### config.mk
export PLATFORM = sky130hd
export DESIGN_NAME = ltobs_mul
export DESIGN_NICKNAME = d
export VERILOG_FILES = /design/src/rtl/ltobs_pkg.sv /design/src/rtl/ltobs_mul.sv
export SDC_FILE = /design/constraint.sdc
export NUM_CORES = 2
export LEC_CHECK = 0
export BUFFER_PORTS_ARGS = -buffer_cell sky130_fd_sc_hd__buf_2
export CORE_ASPECT_RATIO = 1.1
export CORE_MARGIN = 5
export CORE_UTILIZATION = 43
export CTS_CLUSTER_DIAMETER = 100
export DETAILED_ROUTE_END_ITERATION = 16
export PLACE_DENSITY_LB_ADDON = 0.3
export SLEW_MARGIN = 5
export SYNTH_ARGS = -nofsm -noshare
export SYNTH_HDL_FRONTEND = slang
export SYNTH_SLANG_ARGS = --single-unit
### constraint.sdc
create_clock -name aclk -period 16.2 [get_ports aclk]
set_clock_uncertainty 0.1 [all_clocks]
set_input_delay 3.24 -clock aclk [delete_from_list [all_inputs] [get_ports aclk]]
set_output_delay 3.24 -clock aclk [all_outputs]
set_load 0.02 [all_outputs]
### src/rtl/ltobs_pkg.sv
// Types, constants and microcode program shared by the load torque observer.
// Used by every module of the block; depends on nothing.
package ltobs_pkg;

    // Number formats
    localparam int WORD_BITS     = 48;              // register, input and estimate width
    localparam int STEP_BITS     = WORD_BITS - 1;   // sample period is unsigned
    localparam int ACC_BITS      = 64;              // accumulators and products
    localparam int HALF_BITS     = ACC_BITS / 2;    // one multiplier operand
    localparam int PROD_BITS     = 2 * ACC_BITS;    // full product
    localparam int FRAC_BITS_DEF = 24;

    typedef logic signed [WORD_BITS-1:0] word_t;
    typedef logic signed [ACC_BITS-1:0]  acc_t;

    // Beat payloads
    typedef struct packed {
        logic signed [WORD_BITS-1:0] meas_speed;
        logic signed [WORD_BITS-1:0] drive_torque;
    } ltobs_in_t;

    typedef struct packed {
        logic signed [WORD_BITS-1:0] speed_estimate;
        logic signed [WORD_BITS-1:0] load_estimate;
    } ltobs_out_t;

    // Configuration registers
    localparam int REG_IDX_W = 3;

    typedef enum logic [REG_IDX_W-1:0] {
        REG_SPEED_DAMPING = 3'd0,
        REG_LOAD_COUPLING = 3'd1,
        REG_LOAD_SELF     = 3'd2,
        REG_TORQUE_GAIN   = 3'd3,
        REG_SPEED_WEIGHT  = 3'd4,
        REG_SPEED_GAIN    = 3'd5,
        REG_LOAD_GAIN     = 3'd6,
        REG_STEP_TIME     = 3'd7
    } reg_idx_t;

    typedef struct packed {
        word_t                speed_damping;
        word_t                load_coupling;
        word_t                load_self;
        word_t                torque_gain;
        word_t                speed_weight;
        word_t                speed_gain;
        word_t                load_gain;
        logic [STEP_BITS-1:0] step_time;
    } ltobs_cfg_t;

    localparam word_t                RST_SPEED_WEIGHT = WORD_BITS'(64'sd16777216);
    localparam word_t                RST_SPEED_GAIN   = WORD_BITS'(64'sd16777216000);
    localparam word_t                RST_LOAD_GAIN    = WORD_BITS'(-64'sd4194304000);
    localparam logic [STEP_BITS-1:0] RST_STEP_TIME    = STEP_BITS'(839);

    // Multiplier operand and result routing
    typedef enum logic [3:0] {
        ASEL_SPEED_WEIGHT,
        ASEL_SPEED_DAMPING,
        ASEL_LOAD_COUPLING,
        ASEL_TORQUE_GAIN,
        ASEL_SPEED_GAIN,
        ASEL_LOAD_SELF,
        ASEL_LOAD_GAIN,
        ASEL_SPEED_ACC,
        ASEL_LOAD_ACC
    } asel_t;

    typedef enum logic [2:0] {
        BSEL_SPEED_HOLD,
        BSEL_LOAD_HOLD,
        BSEL_TORQUE,
        BSEL_ERR,
        BSEL_STEP
    } bsel_t;

    typedef enum logic [2:0] {
        DST_ERR,
        DST_SPEED_ACC,
        DST_LOAD_ACC,
        DST_SPEED_HOLD,
        DST_LOAD_HOLD
    } dst_t;

    typedef struct packed {
        asel_t a_sel;
        bsel_t b_sel;
        dst_t  dst;
    } term_t;

    localparam int NUM_TERMS  = 9;
    localparam int TERM_IDX_W = $clog2(NUM_TERMS);

    // One product per term, in the order the observer update needs them
    function automatic term_t term_lookup(logic [TERM_IDX_W-1:0] k);
        term_t t;
        case (k)
            4'd0:    t = '{ASEL_SPEED_WEIGHT,  BSEL_SPEED_HOLD, DST_ERR};
            4'd1:    t = '{ASEL_SPEED_DAMPING, BSEL_SPEED_HOLD, DST_SPEED_ACC};
            4'd2:    t = '{ASEL_LOAD_COUPLING, BSEL_LOAD_HOLD,  DST_SPEED_ACC};
            4'd3:    t = '{ASEL_TORQUE_GAIN,   BSEL_TORQUE,     DST_SPEED_ACC};
            4'd4:    t = '{ASEL_SPEED_GAIN,    BSEL_ERR,        DST_SPEED_ACC};
            4'd5:    t = '{ASEL_LOAD_SELF,     BSEL_LOAD_HOLD,  DST_LOAD_ACC};
            4'd6:    t = '{ASEL_LOAD_GAIN,     BSEL_ERR,        DST_LOAD_ACC};
            4'd7:    t = '{ASEL_SPEED_ACC,     BSEL_STEP,       DST_SPEED_HOLD};
            4'd8:    t = '{ASEL_LOAD_ACC,      BSEL_STEP,       DST_LOAD_HOLD};
            default: t = '{ASEL_SPEED_WEIGHT,  BSEL_SPEED_HOLD, DST_ERR};
        endcase
        return t;
    endfunction

    // Microcode
    typedef enum logic [2:0] {
        UOP_IDLE,   // wait for an input beat
        UOP_LOAD,   // latch operand magnitudes and product sign
        UOP_PART,   // one 32x32 partial product into the product sum
        UOP_FIN,    // sign, scale and saturate the product
        UOP_ACC,    // fold the product into its destination
        UOP_OUT     // hand the estimates to the output register
    } uop_t;

    typedef enum logic [1:0] {
        COND_NONE,
        COND_NO_INPUT,
        COND_MORE_TERMS,
        COND_OUT_BUSY
    } cond_t;

    localparam int PC_W = 4;

    typedef struct packed {
        uop_t            op;
        logic [1:0]      part;   // [1]: upper half of a, [0]: upper half of b
        cond_t           cond;
        logic [PC_W-1:0] br;     // target when the condition holds
        logic [PC_W-1:0] nx;     // target otherwise
    } ucode_t;

    function automatic ucode_t ucode_rom(logic [PC_W-1:0] pc);
        ucode_t w;
        case (pc)
            4'd0:    w = '{UOP_IDLE, 2'd0, COND_NO_INPUT,   4'd0, 4'd1};
            4'd1:    w = '{UOP_LOAD, 2'd0, COND_NONE,       4'd0, 4'd2};
            4'd2:    w = '{UOP_PART, 2'd0, COND_NONE,       4'd0, 4'd3};
            4'd3:    w = '{UOP_PART, 2'd1, COND_NONE,       4'd0, 4'd4};
            4'd4:    w = '{UOP_PART, 2'd2, COND_NONE,       4'd0, 4'd5};
            4'd5:    w = '{UOP_PART, 2'd3, COND_NONE,       4'd0, 4'd6};
            4'd6:    w = '{UOP_FIN,  2'd0, COND_NONE,       4'd0, 4'd7};
            4'd7:    w = '{UOP_ACC,  2'd0, COND_MORE_TERMS, 4'd1, 4'd8};
            4'd8:    w = '{UOP_OUT,  2'd0, COND_OUT_BUSY,   4'd8, 4'd0};
            default: w = '{UOP_IDLE, 2'd0, COND_NO_INPUT,   4'd0, 4'd1};
        endcase
        return w;
    endfunction

    // Sequencer to datapath control, and status back
    typedef struct packed {
        uop_t       op;
        logic [1:0] part;
        term_t      term;
    } ltobs_ctl_t;

    typedef struct packed {
        logic in_valid;
        logic out_busy;
    } ltobs_stat_t;

endpackage

### src/rtl/ltobs_mul.sv
// Shared fixed-point multiplier: 64x64 signed product built from four 32x32
// partial products, then floor-scaled by FRAC_BITS and saturated to 64 bits.
// Depends on ltobs_pkg.
module ltobs_mul
    import ltobs_pkg::*;
#(
    parameter int FRAC_BITS = FRAC_BITS_DEF
) (
    input  logic       aclk,
    input  ltobs_ctl_t ctl,
    input  acc_t       a_op,
    input  acc_t       b_op,
    output acc_t       prod
);

    localparam acc_t ACC_MAX = {1'b0, {(ACC_BITS-1){1'b1}}};
    localparam acc_t ACC_MIN = {1'b1, {(ACC_BITS-1){1'b0}}};

    logic [ACC_BITS-1:0]  mag_a_reg, mag_b_reg;
    logic                 neg_reg;
    logic [PROD_BITS-1:0] sum_reg;
    acc_t                 prod_reg;

    logic [HALF_BITS-1:0] a_half, b_half;
    logic [ACC_BITS-1:0]  pp;
    logic [PROD_BITS-1:0] addend;
    logic [PROD_BITS-1:0] prod_s;
    logic [PROD_BITS-1:0] scaled;
    logic                 fits;
    acc_t                 fin_val;

    // Partial product of the selected halves
    assign a_half = ctl.part[1] ? mag_a_reg[ACC_BITS-1:HALF_BITS] : mag_a_reg[HALF_BITS-1:0];
    assign b_half = ctl.part[0] ? mag_b_reg[ACC_BITS-1:HALF_BITS] : mag_b_reg[HALF_BITS-1:0];
    assign pp     = {{HALF_BITS{1'b0}}, a_half} * {{HALF_BITS{1'b0}}, b_half};

    always_comb begin
        case (ctl.part)
            2'd0:    addend = {{ACC_BITS{1'b0}}, pp};
            2'd3:    addend = {pp, {ACC_BITS{1'b0}}};
            default: addend = {{HALF_BITS{1'b0}}, pp, {HALF_BITS{1'b0}}};
        endcase
    end

    // Signed product, floor shift, saturation to 64 bits
    assign prod_s  = neg_reg ? (PROD_BITS'(0) - sum_reg) : sum_reg;
    assign scaled  = PROD_BITS'($signed(prod_s) >>> FRAC_BITS);
    assign fits    = (scaled[PROD_BITS-1:ACC_BITS-1] == '0) ||
                     (scaled[PROD_BITS-1:ACC_BITS-1] == '1);
    assign fin_val = fits ? acc_t'(scaled[ACC_BITS-1:0])
                          : (prod_s[PROD_BITS-1] ? ACC_MIN : ACC_MAX);

    always_ff @(posedge aclk) begin
        case (ctl.op)
            UOP_LOAD: begin
                mag_a_reg <= a_op[ACC_BITS-1] ? ACC_BITS'(-a_op) : ACC_BITS'(a_op);
                mag_b_reg <= b_op[ACC_BITS-1] ? ACC_BITS'(-b_op) : ACC_BITS'(b_op);
                neg_reg   <= a_op[ACC_BITS-1] ^ b_op[ACC_BITS-1];
                sum_reg   <= '0;
            end
            UOP_PART: begin
                sum_reg <= sum_reg + addend;
            end
            UOP_FIN: begin
                prod_reg <= fin_val;
            end
            default: begin
            end
        endcase
    end

    assign prod = prod_reg;

endmodule

==> results.cfg <==
[floorplan]
die-width_um = 362
io-pin-count = 208
die_y_um = 398
dieArea_mm2 = 0.144
num_rows = 142
core_region_area_mm2 = 0.136
start_util = 0.432

[critical_path]
worstSetupStartpointType = input port
path_buf_inv = 10
path_common_cell = fa_1
critPathMaxFanout = 19
cp.required_ns = 16.43
crit_path_max_incr_delay_ns = 0.53
cpMaxStageDelayCell = fa_1
cp_top_family = adder cells
crit_path_end_kind = flip-flop
crit_type = in2reg
crit_arrival_ns = 15.44

[yosys]
ys_seq_elements = 321
yosysSeqAreaShare = 0.164
synth-edff-count = 321
syn_area_mm2 = 0.0587
yosys_warnings = 0
async_flop_share = 0
synth_top_area_share = 0.306
synth_cell_types = 79
syn_inst = 6593
synth_top_cell_by_area = fa_1
syn_avg_cell_area_um2 = 8.91
synth_nets = 8035
synthTopCellsByArea = fa_1 (31%), edfxtp_1 (16%), ha_1 (8.5%)
synth_ff_type = edfxtp_1

[finish]
nNetsFinal = 8334
final_common_cell = inv_1
area_growth_pct = 11.5
multi_input_area_mm2 = 0.0447
largest_reg_flops = 128
final_cell_mix = inv_1 (924), fa_1 (897), nor2_1 (863)
drive_gt1_frac = 0.115
fillers = 12900
final_cell_count_no_fill = 8719
regArea_mm2 = 0.00964

[sta]
max_slew_margin = 0.163
setup_viol = 0
clock.fmax_mhz = 65.7
period_share = 0.939
fin_tns_setup_ns = 0
slew_viol_final = 0
fin_ws_ns = 0.989
holdWs_ns = 0.622
rsz0062_at_grt = no
period_needed_ns = 15.21
worst_pin_slew_ns = 1.22
hold_viol = 0

[flow_run]
max-cap-violations = 0

[global_route]
grt_overflow = 0
grt_pass1_wl_um = 305000
antenna_found_initial = 6
grt_max_degree = 80
grt_usage = 0.277
grt_pass1_vias = 51400

[drt]
via_per_inst = 5.74
wire_per_inst_um = 23.2
postRouteAntennaNets = 0
num_vias = 50000
drt_pass1_iterations = 6
routed_wl_um = 203000
drc_errors = 0
dr.first_iter.drc_count = 4273

[clock_network]
clockBufferDepth = 3
clk_pin_slew_worst_paths_ns = 0.06
cts_hold_buf = 0
cts_resized = 0
cts_buffers = 40
worst_skew_pair.late_latency_ns = 0.65
root_buffer = clkbuf_16
htree_num_levels = 2
post_cts_buffers = 0
clock-sinks = 321
cts_tree = yes

[placed_design]
portBuffers = 197
dp_hpwl_um = 165000
pre_cts_ws_ns = 0.489
gp_congestion = 0.989
place_inst = 8650

[min_path]
hold_class = reg2reg

[run_status]
status = completed
## worst reg2reg max path: cells and delay by family, from the launching register on
kind	cells	cell delay, ns
buffers and inverters	10	1.22
xor gates and xnor gates	2	0.71
muxes	1	0.63
adders and majority gates	10	4.21
and+or+nand+nor	7	1.03
DFF	1	0.39
AOI/OAI and AO/OA	14	3.99
## kinds of logic (layout without fill, tap and decap cells)
family          after synthesis  after routing  share of synthesized area
other cells                   0              3                          0
mux                         193            193                     0.0342
flops                       321            321                      0.164
xor+xnor                    375            375                     0.0562
buf+inv                    1250           1573                     0.0801
simple gates               2163           2163                      0.164
compound gates              993            993                      0.110
fa+ha+maj                  1298           1298                      0.391
## metrics by stage
step / area, um^2 / util
3_5_place_dp: 64200 / 0.472
3_3_place_gp: 64200 / 0.472
2_1_floorplan: 58700 / -
6_report: 65500 / 0.482
5_1_grt: 65500 / 0.482
4_1_cts: 65500 / 0.482
## cell type report
class                   count  area share
diodes                      3    0.000115
inverters                 925      0.0530
clock inverters            21     0.00386
multi-input cells        5022       0.682
clock buffers              45      0.0156
repair buffers            582      0.0637
well taps                1800      0.0344
flip-flops and latches    321       0.147
## Yosys cell counts (46+ instances only)
library cell and n:
nor2_1 865, or4_1 47, ha_1 401, xnor2_1 241, inv_1 924, and2_1 70, nand2_1 697, nor3_1 83
a21oi_1 259, xor2_1 133, clkbuf_1 297, o31ai_1 64, a21o_1 126, nand4_1 83, o21ai_0 225, fa_1 897
a22o_1 46, mux2_2 62, mux2i_1 131, nand3_1 63, o21bai_1 50, edfxtp_1 321
## metal layers
metal  vias to the layer above  part of all wire  GRT usage
met5                         -           0.00016          0
met4                         4             0.068      0.150
met3                       669             0.087     0.0533
met2                      2350              0.46      0.455
met1                     24800              0.38      0.345
li1                      22200                 -          -
## path summary, 6_finish.rpt
path                        startpoint                         end  slack, ns  depth (start not counted)
max                            ctl[10]  sum_reg[123]$_SDFFCE_PN0P_       0.99                         44
max reg2reg     mag_a_reg[5]$_DFFE_PP_  sum_reg[123]$_SDFFCE_PN0P_       3.60                         44
min          sum_reg[84]$_SDFFCE_PN0P_          prod[60]$_DFFE_PN_       0.62                          2
min reg2reg  sum_reg[84]$_SDFFCE_PN0P_          prod[60]$_DFFE_PN_       0.62                          2
Power is left out: the tool's default activity adds up to more than one toggle a clock period on the data nets, which glitch-free logic cannot reach.
