$ cat config.mk
export PLATFORM = sky130hd
export DESIGN_NAME = ltobs_dp
export DESIGN_NICKNAME = d
export VERILOG_FILES = /design/src/rtl/ltobs_pkg.sv /design/src/rtl/ltobs_dp.sv
export SDC_FILE = /design/constraint.sdc
export NUM_CORES = 1
export LEC_CHECK = 0
export BUFFER_PORTS_ARGS = -buffer_cell sky130_fd_sc_hd__buf_2
export CORE_AREA = 2 2 307 309
export CTS_BUF_LIST = sky130_fd_sc_hd__clkbuf_4 sky130_fd_sc_hd__clkbuf_8 sky130_fd_sc_hd__clkbuf_16
export CTS_CLUSTER_DIAMETER = 200
export DETAILED_ROUTE_END_ITERATION = 6
export DIE_AREA = 0 0 309 311
export PLACE_DENSITY = 0.51
export SYNTH_ARGS = -nofsm -noshare
export SYNTH_HDL_FRONTEND = slang
export SYNTH_SLANG_ARGS = --single-unit
export TNS_END_PERCENT = 1
$ cat constraint.sdc
create_clock -name aclk -period 5.5 [get_ports aclk]
set_input_delay 0.55 -clock aclk [delete_from_list [all_inputs] [get_ports aclk]]
set_output_delay 0.55 -clock aclk [all_outputs]
set_load 0.03 [all_outputs]
$ cat src/rtl/ltobs_pkg.sv
// Types, constants and microcode program shared by the load torque observer.
// Used by every module of the block; depends on nothing.
package ltobs_pkg;

    // Number formats
    localparam int WORD_BITS     = 48;              // register, input and estimate width
    localparam int STEP_BITS     = WORD_BITS - 1;   // sample period is unsigned
    localparam int ACC_BITS      = 64;              // accumulators and products
    localparam int HALF_BITS     = ACC_BITS / 2;    // one multiplier operand
    localparam int PROD_BITS     = 2 * ACC_BITS;    // full product
    localparam int FRAC_BITS_DEF = 24;

    typedef logic signed [WORD_BITS-1:0] word_t;
    typedef logic signed [ACC_BITS-1:0]  acc_t;

    // Beat payloads
    typedef struct packed {
        logic signed [WORD_BITS-1:0] meas_speed;
        logic signed [WORD_BITS-1:0] drive_torque;
    } ltobs_in_t;

    typedef struct packed {
        logic signed [WORD_BITS-1:0] speed_estimate;
        logic signed [WORD_BITS-1:0] load_estimate;
    } ltobs_out_t;

    // Configuration registers
    localparam int REG_IDX_W = 3;

    typedef enum logic [REG_IDX_W-1:0] {
        REG_SPEED_DAMPING = 3'd0,
        REG_LOAD_COUPLING = 3'd1,
        REG_LOAD_SELF     = 3'd2,
        REG_TORQUE_GAIN   = 3'd3,
        REG_SPEED_WEIGHT  = 3'd4,
        REG_SPEED_GAIN    = 3'd5,
        REG_LOAD_GAIN     = 3'd6,
        REG_STEP_TIME     = 3'd7
    } reg_idx_t;

    typedef struct packed {
        word_t                speed_damping;
        word_t                load_coupling;
        word_t                load_self;
        word_t                torque_gain;
        word_t                speed_weight;
        word_t                speed_gain;
        word_t                load_gain;
        logic [STEP_BITS-1:0] step_time;
    } ltobs_cfg_t;

    localparam word_t                RST_SPEED_WEIGHT = WORD_BITS'(64'sd16777216);
    localparam word_t                RST_SPEED_GAIN   = WORD_BITS'(64'sd16777216000);
    localparam word_t                RST_LOAD_GAIN    = WORD_BITS'(-64'sd4194304000);
    localparam logic [STEP_BITS-1:0] RST_STEP_TIME    = STEP_BITS'(839);

    // Multiplier operand and result routing
    typedef enum logic [3:0] {
        ASEL_SPEED_WEIGHT,
        ASEL_SPEED_DAMPING,
        ASEL_LOAD_COUPLING,
        ASEL_TORQUE_GAIN,
        ASEL_SPEED_GAIN,
        ASEL_LOAD_SELF,
        ASEL_LOAD_GAIN,
        ASEL_SPEED_ACC,
        ASEL_LOAD_ACC
    } asel_t;

    typedef enum logic [2:0] {
        BSEL_SPEED_HOLD,
        BSEL_LOAD_HOLD,
        BSEL_TORQUE,
        BSEL_ERR,
        BSEL_STEP
    } bsel_t;

    typedef enum logic [2:0] {
        DST_ERR,
        DST_SPEED_ACC,
        DST_LOAD_ACC,
        DST_SPEED_HOLD,
        DST_LOAD_HOLD
    } dst_t;

    typedef struct packed {
        asel_t a_sel;
        bsel_t b_sel;
        dst_t  dst;
    } term_t;

    localparam int NUM_TERMS  = 9;
    localparam int TERM_IDX_W = $clog2(NUM_TERMS);

    // One product per term, in the order the observer update needs them
    function automatic term_t term_lookup(logic [TERM_IDX_W-1:0] k);
        term_t t;
        case (k)
            4'd0:    t = '{ASEL_SPEED_WEIGHT,  BSEL_SPEED_HOLD, DST_ERR};
            4'd1:    t = '{ASEL_SPEED_DAMPING, BSEL_SPEED_HOLD, DST_SPEED_ACC};
            4'd2:    t = '{ASEL_LOAD_COUPLING, BSEL_LOAD_HOLD,  DST_SPEED_ACC};
            4'd3:    t = '{ASEL_TORQUE_GAIN,   BSEL_TORQUE,     DST_SPEED_ACC};
            4'd4:    t = '{ASEL_SPEED_GAIN,    BSEL_ERR,        DST_SPEED_ACC};
            4'd5:    t = '{ASEL_LOAD_SELF,     BSEL_LOAD_HOLD,  DST_LOAD_ACC};
            4'd6:    t = '{ASEL_LOAD_GAIN,     BSEL_ERR,        DST_LOAD_ACC};
            4'd7:    t = '{ASEL_SPEED_ACC,     BSEL_STEP,       DST_SPEED_HOLD};
            4'd8:    t = '{ASEL_LOAD_ACC,      BSEL_STEP,       DST_LOAD_HOLD};
            default: t = '{ASEL_SPEED_WEIGHT,  BSEL_SPEED_HOLD, DST_ERR};
        endcase
        return t;
    endfunction

    // Microcode
    typedef enum logic [2:0] {
        UOP_IDLE,   // wait for an input beat
        UOP_LOAD,   // latch operand magnitudes and product sign
        UOP_PART,   // one 32x32 partial product into the product sum
        UOP_FIN,    // sign, scale and saturate the product
        UOP_ACC,    // fold the product into its destination
        UOP_OUT     // hand the estimates to the output register
    } uop_t;

    typedef enum logic [1:0] {
        COND_NONE,
        COND_NO_INPUT,
        COND_MORE_TERMS,
        COND_OUT_BUSY
    } cond_t;

    localparam int PC_W = 4;

    typedef struct packed {
        uop_t            op;
        logic [1:0]      part;   // [1]: upper half of a, [0]: upper half of b
        cond_t           cond;
        logic [PC_W-1:0] br;     // target when the condition holds
        logic [PC_W-1:0] nx;     // target otherwise
    } ucode_t;

    function automatic ucode_t ucode_rom(logic [PC_W-1:0] pc);
        ucode_t w;
        case (pc)
            4'd0:    w = '{UOP_IDLE, 2'd0, COND_NO_INPUT,   4'd0, 4'd1};
            4'd1:    w = '{UOP_LOAD, 2'd0, COND_NONE,       4'd0, 4'd2};
            4'd2:    w = '{UOP_PART, 2'd0, COND_NONE,       4'd0, 4'd3};
            4'd3:    w = '{UOP_PART, 2'd1, COND_NONE,       4'd0, 4'd4};
            4'd4:    w = '{UOP_PART, 2'd2, COND_NONE,       4'd0, 4'd5};
            4'd5:    w = '{UOP_PART, 2'd3, COND_NONE,       4'd0, 4'd6};
            4'd6:    w = '{UOP_FIN,  2'd0, COND_NONE,       4'd0, 4'd7};
            4'd7:    w = '{UOP_ACC,  2'd0, COND_MORE_TERMS, 4'd1, 4'd8};
            4'd8:    w = '{UOP_OUT,  2'd0, COND_OUT_BUSY,   4'd8, 4'd0};
            default: w = '{UOP_IDLE, 2'd0, COND_NO_INPUT,   4'd0, 4'd1};
        endcase
        return w;
    endfunction

    // Sequencer to datapath control, and status back
    typedef struct packed {
        uop_t       op;
        logic [1:0] part;
        term_t      term;
    } ltobs_ctl_t;

    typedef struct packed {
        logic in_valid;
        logic out_busy;
    } ltobs_stat_t;

endpackage

$ cat src/rtl/ltobs_dp.sv
// Observer datapath: operand selection, speed error, saturating accumulators
// and estimate holds. Depends on ltobs_pkg.
module ltobs_dp
    import ltobs_pkg::*;
(
    input  logic       aclk,
    input  logic       aresetn,
    input  ltobs_ctl_t ctl,
    input  ltobs_cfg_t cfg,
    input  ltobs_in_t  in_beat,
    input  acc_t       prod,
    output acc_t       a_op,
    output acc_t       b_op,
    output word_t      speed_hold,
    output word_t      load_hold
);

    localparam int   EXT_BITS = ACC_BITS - WORD_BITS;
    localparam acc_t ACC_MAX  = {1'b0, {(ACC_BITS-1){1'b1}}};
    localparam acc_t ACC_MIN  = {1'b1, {(ACC_BITS-1){1'b0}}};
    localparam word_t WORD_MAX = {1'b0, {(WORD_BITS-1){1'b1}}};
    localparam word_t WORD_MIN = {1'b1, {(WORD_BITS-1){1'b0}}};

    function automatic acc_t sext(word_t v);
        return {{EXT_BITS{v[WORD_BITS-1]}}, v};
    endfunction

    function automatic acc_t sat_add(acc_t a, acc_t b);
        acc_t s;
        s = a + b;
        if (a[ACC_BITS-1] == b[ACC_BITS-1] && s[ACC_BITS-1] != a[ACC_BITS-1]) begin
            return a[ACC_BITS-1] ? ACC_MIN : ACC_MAX;
        end
        return s;
    endfunction

    function automatic acc_t sat_sub(acc_t a, acc_t b);
        acc_t s;
        s = a - b;
        if (a[ACC_BITS-1] != b[ACC_BITS-1] && s[ACC_BITS-1] != a[ACC_BITS-1]) begin
            return a[ACC_BITS-1] ? ACC_MIN : ACC_MAX;
        end
        return s;
    endfunction

    function automatic word_t sat_word(acc_t v);
        if (v[ACC_BITS-1:WORD_BITS-1] == '0 || v[ACC_BITS-1:WORD_BITS-1] == '1) begin
            return v[WORD_BITS-1:0];
        end
        return v[ACC_BITS-1] ? WORD_MIN : WORD_MAX;
    endfunction

    acc_t  speed_acc_reg, speed_acc_next;
    acc_t  load_acc_reg,  load_acc_next;
    word_t speed_hold_reg, speed_hold_next;
    word_t load_hold_reg,  load_hold_next;
    acc_t  err_reg;

    // Operand A: gains, matrix entries and accumulators
    always_comb begin
        case (ctl.term.a_sel)
            ASEL_SPEED_WEIGHT:  a_op = sext(cfg.speed_weight);
            ASEL_SPEED_DAMPING: a_op = sext(cfg.speed_damping);
            ASEL_LOAD_COUPLING: a_op = sext(cfg.load_coupling);
            ASEL_TORQUE_GAIN:   a_op = sext(cfg.torque_gain);
            ASEL_SPEED_GAIN:    a_op = sext(cfg.speed_gain);
            ASEL_LOAD_SELF:     a_op = sext(cfg.load_self);
            ASEL_LOAD_GAIN:     a_op = sext(cfg.load_gain);
            ASEL_SPEED_ACC:     a_op = speed_acc_reg;
            ASEL_LOAD_ACC:      a_op = load_acc_reg;
            default:            a_op = '0;
        endcase
    end

    // Operand B: held estimates, torque, error, step time
    always_comb begin
        case (ctl.term.b_sel)
            BSEL_SPEED_HOLD: b_op = sext(speed_hold_reg);
            BSEL_LOAD_HOLD:  b_op = sext(load_hold_reg);
            BSEL_TORQUE:     b_op = sext(in_beat.drive_torque);
            BSEL_ERR:        b_op = err_reg;
            BSEL_STEP:       b_op = {{(ACC_BITS-STEP_BITS){1'b0}}, cfg.step_time};
            default:         b_op = '0;
        endcase
    end

    // Fold the finished product into its destination
    always_comb begin
        speed_acc_next  = speed_acc_reg;
        load_acc_next   = load_acc_reg;
        speed_hold_next = speed_hold_reg;
        load_hold_next  = load_hold_reg;
        if (ctl.op == UOP_ACC) begin
            case (ctl.term.dst)
                DST_SPEED_ACC:  speed_acc_next  = sat_add(speed_acc_reg, prod);
                DST_LOAD_ACC:   load_acc_next   = sat_add(load_acc_reg, prod);
                DST_SPEED_HOLD: speed_hold_next = sat_word(prod);
                DST_LOAD_HOLD:  load_hold_next  = sat_word(prod);
                default: begin
                end
            endcase
        end
    end

    always_ff @(posedge aclk) begin
        if (!aresetn) begin
            speed_acc_reg  <= '0;
            load_acc_reg   <= '0;
            speed_hold_reg <= '0;
            load_hold_reg  <= '0;
        end else begin
            speed_acc_reg  <= speed_acc_next;
            load_acc_reg   <= load_acc_next;
            speed_hold_reg <= speed_hold_next;
            load_hold_reg  <= load_hold_next;
        end
    end

    // Speed error against the weighted previous estimate
    always_ff @(posedge aclk) begin
        if (ctl.op == UOP_ACC && ctl.term.dst == DST_ERR) begin
            err_reg <= sat_sub(sext(in_beat.meas_speed), prod);
        end
    end

    assign speed_hold = speed_hold_reg;
    assign load_hold  = load_hold_reg;

endmodule

==> results of run 1 <==
## cell usage in the layout, fill, tap and decap left out, types with 64 or more instances in the layout
cell type,netlist,layout
inv_1,101,101
xor2_1,72,72
nand3_1,92,91
o21ai_0,264,264
a21o_1,143,143
nor2_1,197,189
edfxtp_1,64,64
nand2_1,253,252
ha_1,189,189
buf_2,11,779
o211a_1,97,97
a21oi_1,348,348
xnor2_1,102,102
buf_4,0,116
dfxtp_1,224,224
a22oi_1,144,144
## worst min path at each step
stage          slack (ns)                              to  depth (start not counted)
3_5_place_dp         0.51     speed_hold[43]$_SDFFE_PN0P_                          1
6_report             0.40      load_hold[47]$_SDFFE_PN0P_                          4
4_1_cts              0.36      load_hold[47]$_SDFFE_PN0P_                          4
3_3_place_gp         0.50  speed_acc_reg[62]$_SDFFE_PN0P_                          2
5_1_grt              0.40      load_hold[47]$_SDFFE_PN0P_                          4
2_1_floorplan        0.49  speed_acc_reg[62]$_SDFFE_PN0P_                          2
## cells by family (layout without fill, tap and decap cells)
| logic type | after synthesis | in the layout | share of synthesized area, % |
|---|---|---|---|
| AO/OA/AOI/OAI | 1452 | 1452 | 38.5 |
| AND/OR/NAND/NOR | 765 | 765 | 13.8 |
| buffers and inverters | 365 | 1072 | 5.38 |
| flip-flops | 288 | 288 | 24.8 |
| adder cells (fa/ha/maj) | 193 | 193 | 9.45 |
| XOR/XNOR | 174 | 174 | 5.89 |
| multiplexers | 52 | 52 | 2.24 |
| other | 0 | 19 | 0 |
## worst max-delay path: cells and delay by family
| family | cells | cell delay, ns |
|---|---|---|
| AOI/OAI and AO/OA | 12 | 2.25 |
| and+or+nand+nor | 2 | 0.38 |
| buffers and inverters | 5 | 1.00 |
| adders and majority gates | 2 | 0.83 |
## metrics by stage
step                      instance area (um2)  util, %  hold slack [ns]  power (W)  std cells
after global routing                    32700     35.3            0.402    0.00706       5265
final                                   32700     35.3            0.401    0.00677       5269
after floorplan                         25900        -            0.487    0.00343       3289
after detailed placement                31400     33.9            0.506    0.00424       5180
after global placement                  31400     33.9            0.503    0.00424       5180
after CTS                               32700     35.2            0.358    0.00683       5250
## layout make-up
class	count	area [um2]
multi-input cells	2636	18200
repair buffers	901	4880
well taps	1254	1570
clock buffers	54	1120
fillers	10100	60000
clock inverters	16	121
flip-flops and latches	288	6410
diodes	19	47.5
inverters	101	379
## metal layers
layer	GRT usage, %	share of wire, %	routed length (um)	up-vias
met5	0	0.15	218	-
met4	9.20	3.6	5090	30
met3	5.44	7.4	10400	229
li1	-	-	-	14000
met2	47.6	48	67400	1301
met1	34.6	41	58400	14500
## power groups by stage
stage	clock, W	sequential, W	combinational [W]
after floorplan	0	0.00230	0.00113
after global placement	0	0.00230	0.00194
after detailed placement	0	0.00230	0.00194
after CTS	0.00262	0.00226	0.00195
after global routing	0.00269	0.00226	0.00211
final	0.00255	0.00226	0.00196
==> out/results.ini, run 1 <==
[outcome]
status = finished, violations left
violations = design-rule violations

[synth]
synth-edff-count = 64
syn_inst = 3289
ys.flop_type = dfxtp_1
synth_top_cells_by_area = dfxtp_1 17%, ha_1 9.1%, edfxtp_1 7.4%
syn_avg_cell_area_um2 = 7.86
ys_seq_area_share_pct = 24.8
synth_top_area_share_pct = 17.3
synth_top_area_cell = dfxtp_1
synth_cell_types = 84
ys_warn_count = 0
synth_seq_cells = 288
synth_most_common_cell = a21oi_1
syn-num-nets = 4042
synth_area_um2 = 25900
synthTopCellsByCount = 348 x a21oi_1, 264 x o21ai_0, 253 x nand2_1
synthArstFlopShare_pct = 0

[die]
die-area_um2 = 96100
die_h_um = 311
core-area_um2 = 92800
pin_count = 784
die_w_um = 309
row_count = 112
start_util_pct = 27.9

[pwr]
power_frac_comb_pct = 29.0
p_clk_share_pct = 37.7
peakVddDrop_mv = 0.191
switching_share_pct = 34.5
leakagePower_nw = 16.3
seqPwrFrac_pct = 33.3
p_per_area_nw_per_um2 = 207
internal-power_w = 0.00443
switchingPower_w = 0.00234

[sta]
rsz0062_at_grt = false
setup_tns_ns = 0
fin_ws_ns = 0.697
fin_crit_sh_pct = 87.3
layout_min_cycle_time_ns = 4.80
slew_violations = 0
setup_viol = 0
skew_ns = 0.0158
worstMarginPinSlew_ns = 1.15
hold_viol_final = 0
relSlewSlack_pct = 23.2
max_freq_ghz = 0.208

[placed_design]
dp_hpwl_um = 115000
dp_slack_ns = 0.0544
io_buffers = 781
gp_congestion = 0.957

[grt]
track_usage_pct = 27.8
grt_overflow = 0
antenna_found_initial = 57
first_global_vias = 28200
grt_pass1_wl_um = 198000
grt_max_degree = 104

[finish]
area_growth_pct = 26.5
drive_gt1_share_pct = 26.7
fin_nets = 4720

[clock_network]
numCtsBuffers = 39
clkSlewWorstSetupHoldPaths_ns = 0.06
cts_sinks = 288
ctsHtreeMaxLevel = 2
cts_tree = yes
postCtsSetupBuffers = 0
cts_root_buffer = clkbuf_16
cts_hold_buffers = 0
clk_latency_ns = 0.57
cts_resized = 0
cts_buffer_depth = 3

[worst_setup_path]
rrSetupSlack_ns = 0.99
crit_path_start_kind = input port
critPathRequiredTime_ns = 5.75
crit_type = in -> reg
critPathSlowestCell = fa_1
r2r_cells = 14
end_kind = flop
cp_max_fo = 60
slowest_delay_ns = 0.55
reg2reg_to = speed_acc_reg[47]$_SDFFE_PN0P_
endpoint = err_reg[25]$_DFFE_PP_
worst_ep_arrival_time_ns = 5.05
r2r-start = speed_acc_reg[1]$_SDFFE_PN0P_
crit_start = prod[12]
path_cells = buf_2, inv_1, ha_1, a21oi_1, o211ai_1, and4b_1, o21ai_0, buf_4, a21oi_1, o211ai_1, buf_4, a21oi_1, a21oi_1, o21ai_0, a21oi_1, o21ai_0, o21ai_0, fa_1, or2_2, buf_4, o21ai_0

[routing]
drc = 13
vias = 30000
first_iter_violations = 2764
route.antenna.remaining_nets = 0
wirelength_um = 142000
firstDrtPassIters = 7
avgRoutedWirePerCell_um = 26.9
routed_via_density = 5.69

[worst_hold_path]
hold_class = in -> reg
hp-start = ctl[2]

[run]
maxCapViolations = 0

(Power assumes the default switching activity.)
==> run 2: changes to the inputs <==
PLACE_DENSITY = 0.56   (was 0.51)
RECOVER_POWER = 50   (was default)
==> run 2 against run 1 <==
The run ends with design-rule violations, max-capacitance violations, max-slew violations left. Wire length up 4.1%. Sequential power about the same. Clock skew grew 0.0041 ns. Clock power up 6%. Final cell count is 0.47% higher. Maximum frequency is 9.4% lower. Die area unchanged. Critical path depth shrank 14. Critical endpoint is now a_op[46]. Largest power group unchanged. Highest routed layer unchanged.
==> out/results.ini, run 2 (synthesized netlist as in run 1, its figures left out) <==
[sta]
skew_ns = 0.0200
setup_viol = 0
fin_crit_sh_pct = 96.4
layout_min_cycle_time_ns = 5.30
relSlewSlack_pct = -140
rsz0062_at_grt = false
timing.hold.ws_ns = 0.493
max_freq_ghz = 0.189
setup_tns_ns = 0
slew_violations = 334
hold_viol_final = 0
worstMarginPinSlew_ns = 3.60

[clock_network]
clkSlewWorstSetupHoldPaths_ns = 0.07
cts_root_buffer = clkbuf_16
clk_latency_ns = 0.56
ctsHtreeMaxLevel = 2
cts_resized = 0
cts_buffer_depth = 3
cts_sinks = 288
cts_tree = yes
postCtsSetupBuffers = 0
numCtsBuffers = 38
cts_hold_buffers = 0

[worst_setup_path]
crit_start = ctl[9]
r2r_cells = 13
critPathSlowestCell = clkbuf_1
slowest_delay_ns = 1.77
worst_ep_arrival_time_ns = 4.75
end_kind = output port
crit_path_start_kind = input port
crit_type = in -> out
critPathRequiredTime_ns = 4.95
cp_max_fo = 42
r2r-start = load_acc_reg[3]$_SDFFE_PN0P_
path_cells = buf_2, nand2b_1, nor2_1, clkbuf_1, a22oi_1, nand3_1, buf_2
cpMostUsedCell = buf_2

[finish]
fin_nets = 4732
final_common_cell = buf_2
multi_input_area_um2 = 18200
fillers = 10100
drive_gt1_share_pct = 23.6
layout_common_cells = 654 x buf_2, 348 x a21oi_1, 264 x o21ai_0
instances_no_fill = 5294
seq_area_um2 = 6410
area_growth_pct = 26.6
fin_area_um2 = 32700

[pwr]
p_clk_share_pct = 39.0
internal-power_w = 0.00458
switching_share_pct = 34.1
p_per_area_nw_per_um2 = 212
leakagePower_nw = 15.8
seqPwrFrac_pct = 32.5
power_frac_comb_pct = 28.5
switchingPower_w = 0.00237
peakVddDrop_mv = 0.151

[routing]
avgRoutedWirePerCell_um = 27.8
drc = 34
firstDrtPassIters = 7
route.antenna.remaining_nets = 0
vias = 30400
wirelength_um = 147000
routed_via_density = 5.74
first_iter_violations = 2829

[run]
maxCapViolations = 5

[grt]
track_usage_pct = 28.9
grt_overflow = 0
grt_max_degree = 130
grt_pass1_wl_um = 203000
antenna_found_initial = 73
first_global_vias = 28700

[die]
row_count = 112
die-area_um2 = 96100
core-area_um2 = 92800
pin_count = 784
start_util_pct = 27.9
die_h_um = 311
die_w_um = 309

[worst_hold_path]
hp-start = ctl[2]
hold_class = in -> reg
hold_depth = 4

[outcome]
status = finished, violations left
violations = design-rule violations, max-capacitance violations, max-slew violations

[placed_design]
io_buffers = 781
dp_cells = 5193
place_area_um2 = 31500
gp_congestion = 0.974
dp_hpwl_um = 120000

## run 2: cell types whose count changed in the layout (fill, tap and decap cells not counted), sizes merged
cell,previous run,this run
buf,901,784
bufinv,1,5
clkbuf,54,179
clkinv,11,12
clkinvlp,1,0
diode,19,32
## run 2: area by class of cell
cell class / count / area share (%)
timing repair buffer: 914 / 14.7
antenna: 32 / 0.245
tap: 1254 / 4.79
sequential: 288 / 19.6
inverter: 101 / 1.16
multi-input combinational: 2636 / 55.5
clock buffer: 49 / 3.29
clock inverter: 20 / 0.757
## run 2: metrics by stage
stage          util (%)  total power, W  setup WS, ns
6_report           35.3         0.00695         0.199
3_5_place_dp       34.0         0.00427      -0.00861
2_1_floorplan         -         0.00343         0.571
4_1_cts            35.4         0.00700         0.568
5_1_grt            35.3         0.00722         0.237
3_3_place_gp       34.0         0.00426        0.0620
## run 2: power groups by stage
stage               clock (W)  combinational [W]  sequential, W
finish                0.00271            0.00198        0.00226
global route          0.00284            0.00212        0.00226
CTS                   0.00277            0.00198        0.00225
detailed placement          0            0.00197        0.00230
global placement            0            0.00196        0.00230
floorplan                   0            0.00113        0.00230
## run 2: worst max-delay path, delay by kind of cell
| kind | cells | cell delay, ns |
|---|---|---|
| AO/OA/AOI/OAI | 1 | 0.69 |
| buffers and inverters | 3 | 2.17 |
| AND/OR/NAND/NOR | 3 | 1.33 |
## run 2: worst paths after layout
| kind | endpoint | slack (ns) |
|---|---|---|
| max reg2reg | load_acc_reg[56]$_SDFFE_PN0P_ | 1.10 |
| min | load_hold[47]$_SDFFE_PN0P_ | 0.49 |
| max | a_op[46] | 0.20 |
| min reg2reg | speed_acc_reg[62]$_SDFFE_PN0P_ | 0.52 |
## run 2: per-layer routing
metal | routed length, um | GRT usage (%)
met1 | 58200 | 34.5
met2 | 69300 | 48.8
met3 | 11600 | 6.01
met4 | 7980 | 14.2
met5 | 232 | 0
